--- config.mk ---
export PLATFORM = sky130hd
export DESIGN_NAME = event_timer_bank
export DESIGN_NICKNAME = d
export VERILOG_FILES = /design/src/rtl/core/etb_pkg.sv /design/src/rtl/core/event_timer_bank.sv /design/src/rtl/core/etb_count_unit.sv
export SDC_FILE = /design/constraint.sdc
export NUM_CORES = 1
export LEC_CHECK = 0
export BUFFER_PORTS_ARGS = -buffer_cell sky130_fd_sc_hd__buf_4
export CORE_MARGIN = 2
export CORE_UTILIZATION = 53
export DETAILED_ROUTE_END_ITERATION = 12
export HOLD_SLACK_MARGIN = 0.03
export PLACE_DENSITY = 0.7
export SYNTH_ARGS = -nofsm -noshare
export SYNTH_HDL_FRONTEND = slang
export SYNTH_HIERARCHICAL = 1
export SYNTH_SLANG_ARGS = --single-unit
export TNS_END_PERCENT = 1
--- constraint.sdc ---
create_clock -name clk -period 7.25 [get_ports clk]
set_input_delay 0.3625 -clock clk [delete_from_list [all_inputs] [get_ports clk]]
set_output_delay 0.3625 -clock clk [all_outputs]
set_load 0.03 [all_outputs]
--- src/rtl/core/etb_pkg.sv ---
// Package for the event timer bank: sizes, action and status codes,
// sequencer states and the transaction structs. No dependencies.

package etb_pkg;

	localparam int NUM_SLOTS   = 8;
	localparam int COUNT_WIDTH = 16;
	localparam int SLOT_W      = (NUM_SLOTS > 1) ? $clog2(NUM_SLOTS) : 1;
	localparam int EXT_W       = (NUM_SLOTS > 8) ? NUM_SLOTS : 8;

	localparam logic [2:0] ACT_TICK    = 3'd0;
	localparam logic [2:0] ACT_START_P = 3'd1;
	localparam logic [2:0] ACT_START_O = 3'd2;
	localparam logic [2:0] ACT_STOP    = 3'd3;
	localparam logic [2:0] ACT_RESTART = 3'd4;

	localparam logic [1:0] ST_OK         = 2'd0;
	localparam logic [1:0] ST_ALREADY    = 2'd1;
	localparam logic [1:0] ST_NOT_ACTIVE = 2'd2;
	localparam logic [1:0] ST_ZERO_TICKS = 2'd3;

	typedef enum logic [1:0] {
		S_IDLE,
		S_CMD,
		S_SCAN,
		S_FIN
	} state_t;

	typedef struct packed {
		logic [2:0]  action;
		logic [2:0]  slot;
		logic [15:0] ticks;
		logic [7:0]  task_id;
		logic [7:0]  event_id;
		logic [7:0]  accept_mask;
	} req_item_t;

	typedef struct packed {
		logic        fire_valid;
		logic [2:0]  fired_slot;
		logic [7:0]  fired_task;
		logic [7:0]  fired_event;
		logic [1:0]  status;
		logic [7:0]  active_slots;
		logic        last;
	} rsp_item_t;

	typedef struct packed {
		logic [COUNT_WIDTH-1:0] dec;
		logic                   is_zero;
		logic                   is_one;
		logic                   is_two;
	} cnt_flags_t;

endpackage

--- src/rtl/core/event_timer_bank.sv ---
// Event timer bank top level: slot storage, sequencer and output register.
// Depends on etb_pkg and etb_count_unit.

// A bank of NUM_SLOTS timer slots driven by one request transaction at a
// time. Start, stop and restart requests are accepted, then carried out
// in the execute state, and give exactly one response. A tick visits one
// slot per cycle, unless a fire waits on the output register, through a
// single shared decrement/compare unit, then passes a closing state; each
// successful fire gives one response in ascending slot order, and a tick
// without fires gives a single response with fire_valid low. Every
// response carries the armed map after the whole request, and last marks
// the final response of the request. The request side is busy while a
// request is in work; a response waiting in the output register stalls
// only the cycle that needs to load the next response.

module event_timer_bank import etb_pkg::*; (
	input  logic      clk,
	input  logic      arst_n,
	input  logic      req_valid,
	output logic      req_ready,
	input  req_item_t req,
	output logic      rsp_valid,
	input  logic      rsp_ready,
	output rsp_item_t rsp
);

	// Map the armed vector onto the eight reported bits.
	function automatic logic [7:0] active_view(input logic [NUM_SLOTS-1:0] a);
		logic [EXT_W-1:0] e;
		e = EXT_W'(a);
		return e[7:0];
	endfunction

	// Control state.
	state_t                 state_q, state_d;
	req_item_t              req_q;
	logic [SLOT_W-1:0]      idx_q;
	logic [NUM_SLOTS-1:0]   fire_mask_q;
	logic                   any_fire_q;
	logic [7:0]             act_q;
	logic [NUM_SLOTS-1:0]   armed_q;
	logic [NUM_SLOTS-1:0]   cnt_one_q;   // countdown equals one
	logic [NUM_SLOTS-1:0]   oneshot_q;   // reload interval is zero
	logic [NUM_SLOTS-1:0]   rl_one_q;    // reload interval equals one
	rsp_item_t              rsp_q;
	logic                   rsp_valid_q;

	// Slot payload.
	logic [COUNT_WIDTH-1:0] cnt_q    [NUM_SLOTS];
	logic [COUNT_WIDTH-1:0] reload_q [NUM_SLOTS];
	logic [7:0]             task_q   [NUM_SLOTS];
	logic [7:0]             event_q  [NUM_SLOTS];

	// Request decode at accept.
	logic                   req_acc;
	logic [EXT_W-1:0]       acc_ext;
	logic [NUM_SLOTS-1:0]   acc_slots;
	logic [NUM_SLOTS-1:0]   fire_in;

	assign req_acc   = req_valid && req_ready;
	assign acc_ext   = EXT_W'(req.accept_mask);
	assign acc_slots = acc_ext[NUM_SLOTS-1:0];
	// Armed slots sitting at one fire on this tick when their target accepts.
	assign fire_in   = armed_q & cnt_one_q & acc_slots;

	// Shared count unit: the request count in the execute cycle, else the
	// count of the slot under the scan pointer.
	logic [COUNT_WIDTH-1:0] ticks_c;
	logic [COUNT_WIDTH-1:0] cu_op;
	cnt_flags_t             cu_res;

	assign ticks_c = COUNT_WIDTH'(req_q.ticks);
	assign cu_op   = (state_q == S_CMD) ? ticks_c : cnt_q[idx_q];

	etb_count_unit u_count (
		.op  (cu_op),
		.res (cu_res)
	);

	// Slot addressed by a command.
	logic                   slot_inr;
	logic [SLOT_W-1:0]      sidx;
	logic                   slot_armed;

	assign slot_inr   = 32'(req_q.slot) < NUM_SLOTS;
	assign sidx       = SLOT_W'(req_q.slot);
	assign slot_armed = slot_inr && armed_q[sidx];

	// Scan step.
	logic [NUM_SLOTS-1:0]   cur_oh;
	logic                   fire_now;
	logic                   out_free;
	logic                   scan_last;

	assign cur_oh    = NUM_SLOTS'(1) << idx_q;
	assign fire_now  = fire_mask_q[idx_q];
	assign out_free  = !rsp_valid_q || rsp_ready;
	assign scan_last = (idx_q == SLOT_W'(NUM_SLOTS - 1));

	// Write controls, produced by the output block of the sequencer.
	logic                   wr_go;       // perform the slot update this cycle
	logic [SLOT_W-1:0]      widx;
	logic                   arm_set;
	logic                   arm_clr;
	logic                   cnt_wr;
	logic [COUNT_WIDTH-1:0] cnt_wval;
	logic                   cnt_one_wval;
	logic                   start_wr;
	logic [NUM_SLOTS-1:0]   armed_d;
	logic                   out_ld;
	rsp_item_t              out_d;
	logic [1:0]             cmd_st;

	// Next state.
	always_comb begin
		state_d = state_q;
		unique case (state_q)
			S_IDLE: begin
				if (req_acc) begin
					state_d = (req.action == ACT_TICK) ? S_SCAN : S_CMD;
				end
			end
			S_CMD: begin
				if (out_free) begin
					state_d = S_IDLE;
				end
			end
			S_SCAN: begin
				if ((!fire_now || out_free) && scan_last) begin
					state_d = S_FIN;
				end
			end
			S_FIN: begin
				if (any_fire_q || out_free) begin
					state_d = S_IDLE;
				end
			end
			default: state_d = S_IDLE;
		endcase
	end

	// Command decode: status and which update to apply.
	logic do_start, do_stop, do_restart;

	always_comb begin
		cmd_st     = ST_OK;
		do_start   = 1'b0;
		do_stop    = 1'b0;
		do_restart = 1'b0;
		unique case (req_q.action) inside
			ACT_START_P, ACT_START_O: begin
				if (!slot_inr) begin
					cmd_st = ST_NOT_ACTIVE;
				end else if (slot_armed) begin
					cmd_st = ST_ALREADY;
				end else if (cu_res.is_zero) begin
					cmd_st = ST_ZERO_TICKS;
				end else begin
					do_start = 1'b1;
				end
			end
			ACT_STOP: begin
				if (!slot_armed) begin
					cmd_st = ST_NOT_ACTIVE;
				end else begin
					do_stop = 1'b1;
				end
			end
			ACT_RESTART: begin
				if (cu_res.is_zero) begin
					cmd_st = ST_ZERO_TICKS;
				end else if (!slot_armed) begin
					cmd_st = ST_NOT_ACTIVE;
				end else begin
					do_restart = 1'b1;
				end
			end
			default: cmd_st = ST_OK;
		endcase
	end

	// Sequencer outputs.
	always_comb begin
		req_ready    = (state_q == S_IDLE);
		wr_go        = 1'b0;
		widx         = idx_q;
		arm_set      = 1'b0;
		arm_clr      = 1'b0;
		cnt_wr       = 1'b0;
		cnt_wval     = cu_res.dec;
		cnt_one_wval = cu_res.is_two;
		start_wr     = 1'b0;
		out_ld       = 1'b0;
		out_d        = '0;
		unique case (state_q)
			S_IDLE: begin
			end
			S_CMD: begin
				widx = sidx;
				if (out_free) begin
					wr_go        = 1'b1;
					arm_set      = do_start;
					arm_clr      = do_stop;
					start_wr     = do_start;
					cnt_wr       = do_start || do_restart;
					cnt_wval     = ticks_c;
					cnt_one_wval = cu_res.is_one;
					out_ld       = 1'b1;
					out_d.status = cmd_st;
					out_d.last   = 1'b1;
				end
			end
			S_SCAN: begin
				if (!fire_now || out_free) begin
					wr_go = 1'b1;
					if (armed_q[idx_q]) begin
						if (!cnt_one_q[idx_q]) begin
							// Count down; flag the slot once it sits at one.
							cnt_wr = 1'b1;
						end else if (fire_now) begin
							if (oneshot_q[idx_q]) begin
								arm_clr = 1'b1;
							end else begin
								cnt_wr       = 1'b1;
								cnt_wval     = reload_q[idx_q];
								cnt_one_wval = rl_one_q[idx_q];
							end
						end
						// Refused fire: hold the count at one for a retry.
					end
					if (fire_now) begin
						out_ld            = 1'b1;
						out_d.fire_valid  = 1'b1;
						out_d.fired_slot  = 3'(idx_q);
						out_d.fired_task  = task_q[idx_q];
						out_d.fired_event = event_q[idx_q];
						out_d.status      = ST_OK;
						out_d.last        = ((fire_mask_q & ~cur_oh) == '0);
					end
				end
			end
			S_FIN: begin
				if (!any_fire_q && out_free) begin
					out_ld     = 1'b1;
					out_d.last = 1'b1;
				end
			end
			default: begin
			end
		endcase
		out_d.active_slots = (state_q == S_CMD) ? active_view(armed_d) : act_q;
	end

	// Armed map after this cycle's update.
	always_comb begin
		armed_d = armed_q;
		if (wr_go && arm_set) begin
			armed_d[widx] = 1'b1;
		end
		if (wr_go && arm_clr) begin
			armed_d[widx] = 1'b0;
		end
	end

	// Control registers.
	always_ff @(posedge clk or negedge arst_n) begin
		if (!arst_n) begin
			state_q     <= S_IDLE;
			idx_q       <= '0;
			fire_mask_q <= '0;
			any_fire_q  <= 1'b0;
			act_q       <= '0;
			armed_q     <= '0;
			cnt_one_q   <= '0;
			oneshot_q   <= '0;
			rl_one_q    <= '0;
			rsp_valid_q <= 1'b0;
		end else begin
			state_q <= state_d;
			armed_q <= armed_d;
			if (req_acc) begin
				idx_q       <= '0;
				fire_mask_q <= (req.action == ACT_TICK) ? fire_in : '0;
				any_fire_q  <= (fire_in != '0);
				// Armed map at the end of the tick: fired one-shots drop out.
				act_q       <= active_view(armed_q & ~(fire_in & oneshot_q));
			end else if (state_q == S_SCAN && wr_go) begin
				idx_q       <= scan_last ? '0 : idx_q + SLOT_W'(1);
				fire_mask_q <= fire_mask_q & ~cur_oh;
			end
			if (wr_go && cnt_wr) begin
				cnt_one_q[widx] <= cnt_one_wval;
			end
			if (wr_go && start_wr) begin
				oneshot_q[widx] <= (req_q.action == ACT_START_O);
				rl_one_q[widx]  <= cu_res.is_one;
			end
			if (out_ld) begin
				rsp_valid_q <= 1'b1;
			end else if (rsp_ready) begin
				rsp_valid_q <= 1'b0;
			end
		end
	end

	// Payload registers.
	always_ff @(posedge clk) begin
		if (req_acc) begin
			req_q <= req;
		end
		if (wr_go && cnt_wr) begin
			cnt_q[widx] <= cnt_wval;
		end
		if (wr_go && start_wr) begin
			reload_q[widx] <= (req_q.action == ACT_START_P) ? ticks_c : '0;
			task_q[widx]   <= req_q.task_id;
			event_q[widx]  <= req_q.event_id;
		end
		if (out_ld) begin
			rsp_q <= out_d;
		end
	end

	assign rsp_valid = rsp_valid_q;
	assign rsp       = rsp_q;

	// A fire response always reports a good status.
	a_fire_ok: assert property (@(posedge clk) disable iff (!arst_n)
		rsp_valid |-> (!rsp.fire_valid || rsp.status == ST_OK))
		else $error("fire response with error status");

	// Every fire due on a tick has been delivered when the scan closes.
	a_scan_drained: assert property (@(posedge clk) disable iff (!arst_n)
		(state_q == S_FIN) |-> (fire_mask_q == '0))
		else $error("pending fire left after scan");

	// An accepted request keeps the block busy in the cycle after the accept.
	a_busy_after_accept: assert property (@(posedge clk) disable iff (!arst_n)
		req_acc |=> !req_ready)
		else $error("request side ready right after accept");

endmodule

--- src/rtl/core/etb_count_unit.sv ---
// Shared count unit of the event timer bank: decrement and small compares.
// Depends on etb_pkg.

module etb_count_unit import etb_pkg::*; (
	input  logic [COUNT_WIDTH-1:0] op,
	output cnt_flags_t             res
);

	always_comb begin
		res.dec     = op - COUNT_WIDTH'(1);
		res.is_zero = (op == '0);
		res.is_one  = (op == COUNT_WIDTH'(1));
		res.is_two  = (op == COUNT_WIDTH'(2));
	end

endmodule

==> reports/results.txt <==
For the sequential cell area, the log shows 15000 um2. The logs give 5760 um2 for the footprint of the multi-input gates and 71.3% for the register area share after synthesis. From bottom edge to top edge, the die measures 203 um. The worst setup path is captured at a flip-flop.

The run gives 62 as the number of distinct library cells after synthesis. For the final routed database, the setup TNS stands at 0 ps. The number of inserted diodes is 0, and the total I/O pin count is 83. The count of nets left with antenna violations once routing finished came out at 0.

At the pin with the least slew margin, the transition time is 1300 ps. The number of maximum-capacitance violations came out at 0. Global placer's final weighted congestion: 0.878. Number of antenna violations at the first check in global routing: 1. The logs give 49 for the number of buffers created by CTS and 1305 for the post-synth net total. Counting I/O delays and the setup requirement, the final critical path takes 5340 ps. The share of total power dissipated in sequential elements is 44.1%. The worst max-slew margin expressed relative to the limit is 13.1%, and the average vias per placed instance is 6.08.

In this design, the largest share of critical-path delay is due to simple AND/OR/NAND/NOR gates. Setup violations remaining at the end of the flow were counted as 0. The wire length reported by the detailed router came out at 48000 um. By area the synthesized netlist is led by sky130_fd_sc_hd__edfxtp_1 65%, sky130_fd_sc_hd__mux4_2 11%, sky130_fd_sc_hd__dfrtp_1 6.6%, sky130_fd_sc_hd__nand2_1 2.3%, sky130_fd_sc_hd__mux2_2 1.7%. The max-slew violation count was 0. Cell internal power was estimated by the tool at 6.18 mW.

The clock net in this run drives a total of 508 sinks. For this block, the via count after detailed routing is 11767. The fraction of registers with async set or reset after synthesis is 10.8%, and the data required time at the worst endpoint is 7430 ps.

VDD sags by at most 215 uV. Global routing finished with a remaining overflow of 0. The tools report the violation count after the first detailed-route iteration as 1110. The floorplan step defined a die boundary enclosing 41200 um2.

Net switching is 33.0% of the power. For this run, the total global-route usage over all layers was measured as 24.0%. The first global-routing pass estimated 73200 um of wire. The worst path uses 73.6% of the clock period. Category of the worst setup path launch point: a flip-flop. In this run the worst path has a maximum fanout of 33.

The post-route netlist has 23.3% of its cells at a drive strength greater than 1. Summed over all nets, the half-perimeter wirelength after detailed placement is 29700 um. The most used flip-flop cell after synthesis is sky130_fd_sc_hd__edfxtp_1.

In the layout the commonest cells are 453 x sky130_fd_sc_hd__edfxtp_1, 130 x sky130_fd_sc_hd__nand2_1, 102 x sky130_fd_sc_hd__buf_4. The number of filler instances in the final layout came out at 2801. The die extent in x is 203 um. Once the floorplan was initialized, standard cells occupied 54.0% of the core. On the critical path, the stage with the largest delay is an instance of sky130_fd_sc_hd__dfrtp_4. The number of optimization iterations in the first detailed-route pass is 5. The mean post-synth cell area is 16.9 um2, and the final critical-path setup slack is 1910 ps. Summed over all cells, the static leakage comes to 8.32 nW. Setup repair after global routing left no endpoint under its margin.

Number of global-route vias before repair: 12019. The worst path buffer plus inverter count is 2. Yosys mapped a number of flops with a built-in enable equal to 453.

The logs give 21000 um2 for the combined area of all synthesized cells and 5510 ps for the endpoint arrival time on the critical path. For the cell count after synthesis, the log shows 1241. After clock tree synthesis, the repair step resized 0 gates. Commonest non-fill, non-tap cell in the layout: sky130_fd_sc_hd__edfxtp_1. The pre-CTS setup slack is 1980 ps. Entering global routing, the biggest net connects 70 pins. The area growth from synthesis to layout is 15.2%. sky130_fd_sc_hd__edfxtp_1 takes more of the synthesized area than any other cell. Category of the most critical setup path: flip-flop to flip-flop. The run gives 0 as the count of unresolved DRC violations after routing.

Measured on the finished design, the core utilization comes to 62.1%. Timing would allow up to 187 MHz. The total of buffers placed on input and output ports came out at 82. The run finished with clean final reports. The path class of the tightest hold or removal check is primary input to flip-flop. The clock root buffer was sky130_fd_sc_hd__clkbuf_16. Traced cell by cell, the critical path runs through mux4_2 > mux2i_1 > o21ai_0 > inv_1 > ha_1 > nor3b_1 > nand2_1 > nor3_1 > nor4_1 > a21boi_0 > o21ai_0 > inv_1.

The clock passes through at most 3 buffers. The number of storage elements in the synthesis netlist is 508, and the final number of hold-violating endpoints is 0. The net count of the finished layout is 1440. The part of the power in the clock network is 26.6%, and the register clock-pin slew on the reported worst setup and hold paths is 70 ps.

The clock latency on the worst-skew pair was 600 ps. The critical path's largest stage delay is 850 ps. TritonCTS built the clock tree. Share of Yosys cell area claimed by the top area cell type: 64.8%. The smallest hold slack came out at 79.3 ps. Core footprint: 38900 um2.

The logs give 6 for the total number of yosys warnings and 2 for the number of levels in the clock H-tree. The net switching power was 3.05 mW; the clock tree skew after final layout was 23.2 ps. The power per cell area is 382 nW/um2, and the post-detailed-route wirelength per cell is 24.8 um. The standard-cell row count is 72, and the share of power burned in combinational logic is 29.3%.
[cell families after synthesis]
group           count (synthesis)  synth area share (%)
compound gates                169                  5.24
fa+ha+maj                      14                 0.834
xor+xnor                       14                 0.584
simple gates                  296                  6.75
flops                         508                  71.3
mux                           157                  13.6
buf+inv                        83                  1.63
[final timing paths]
check / cells after the start / start / slack (ps) / endpoint
min in group asynchronous: 2 / arst_n / 380 / oneshot_q[6]$_DFFE_PN0P_
setup reg to reg: 12 / idx_q[0]$_DFFE_PN0P_ / 1910 / cnt_q[5][11]$_DFFE_PP_
hold / removal: 2 / req[6] / 80 / fire_mask_q[6]$_DFFE_PN0P_
max in group asynchronous: 2 / arst_n / 6250 / idx_q[0]$_DFFE_PN0P_
hold reg to reg: 2 / act_q[0]$_DFFE_PN0P_ / 490 / act_q[0]$_DFFE_PN0P_
setup / recovery: 12 / idx_q[0]$_DFFE_PN0P_ / 1910 / cnt_q[5][11]$_DFFE_PP_
[worst reg2reg max path, cell delays in order (launching register included)]
cell                       delay [ps]
sky130_fd_sc_hd__dfrtp_4          850
sky130_fd_sc_hd__mux4_2           590
sky130_fd_sc_hd__mux2i_1          140
sky130_fd_sc_hd__o21ai_0          200
sky130_fd_sc_hd__inv_1            190
sky130_fd_sc_hd__ha_1             190
sky130_fd_sc_hd__nor3b_1          640
sky130_fd_sc_hd__nand2_1          210
sky130_fd_sc_hd__nor3_1           580
sky130_fd_sc_hd__nor4_1           170
sky130_fd_sc_hd__a21boi_0         280
sky130_fd_sc_hd__o21ai_0          390
sky130_fd_sc_hd__inv_1            480
[layer usage]
layer | part of all wire (%) | GRT usage (%)
met1 | 42 | 34.2
met5 | 0 | 0
met2 | 47 | 37.2
met3 | 7.6 | 5.18
met4 | 3.2 | 8.39
[metrics by stage]
stage               std cells  total power [mW]  area [um2]
floorplan                1241              5.96       21000
global placement         1804              6.77       22300
detailed placement       1804              6.81       22300
CTS                      1934              9.27       24200
global route             1934              9.66       24200
finish                   1934              9.23       24200
[registers in the layout, summed over array words and instances, names as in the netlist]
name and count:
ticks_c 16, oneshot_q 8, rsp 31, rsp_valid 1, sidx 3, event_q 64
any_fire_q 1, fire_mask_q 8, task_q 64, state_q 2, cnt_q 128, rl_one_q 8
cnt_one_q 8, reload_q 128, act_q 8, armed_q 8, idx_q 3, req_q 19
[what timing repair did]
item / in CTS / in global routing
buffers inserted: 0 / 0
endpoints found under the hold margin: 93 / 0
hold buffers: 39 / 0
[power by group through the flow]
stage | sequential (mW) | combinational (mW) | clock [mW]
2_1_floorplan | 4.12 | 1.84 | 0
3_3_place_gp | 4.12 | 2.65 | 0
3_5_place_dp | 4.13 | 2.68 | 0
4_1_cts | 4.07 | 2.71 | 2.49
5_1_grt | 4.10 | 2.95 | 2.61
6_report | 4.07 | 2.70 | 2.46
[synth_stat cells, drive strengths merged (13+ instances only)]
library cell / number
clkbuf: 35
inv: 24
dfrtp: 55
a221o: 16
o21ai: 35
a21oi: 56
mux2: 31
nand2: 130
ha: 14
nand3: 31
nand2b: 14
and2: 19
mux4: 100
nor2: 53
mux2i: 26
o22ai: 13
buf: 22
edfxtp: 453
[layout make-up]
type                    instances  area share (%)
flip-flops and latches        508            62.0
well taps                     518            2.68
clock buffers                  64            5.39
inverters                      26           0.404
repair buffers                141            4.78
multi-input cells             650            23.8
clock inverters                27           0.978
Power figures use the tool's default switching activity.
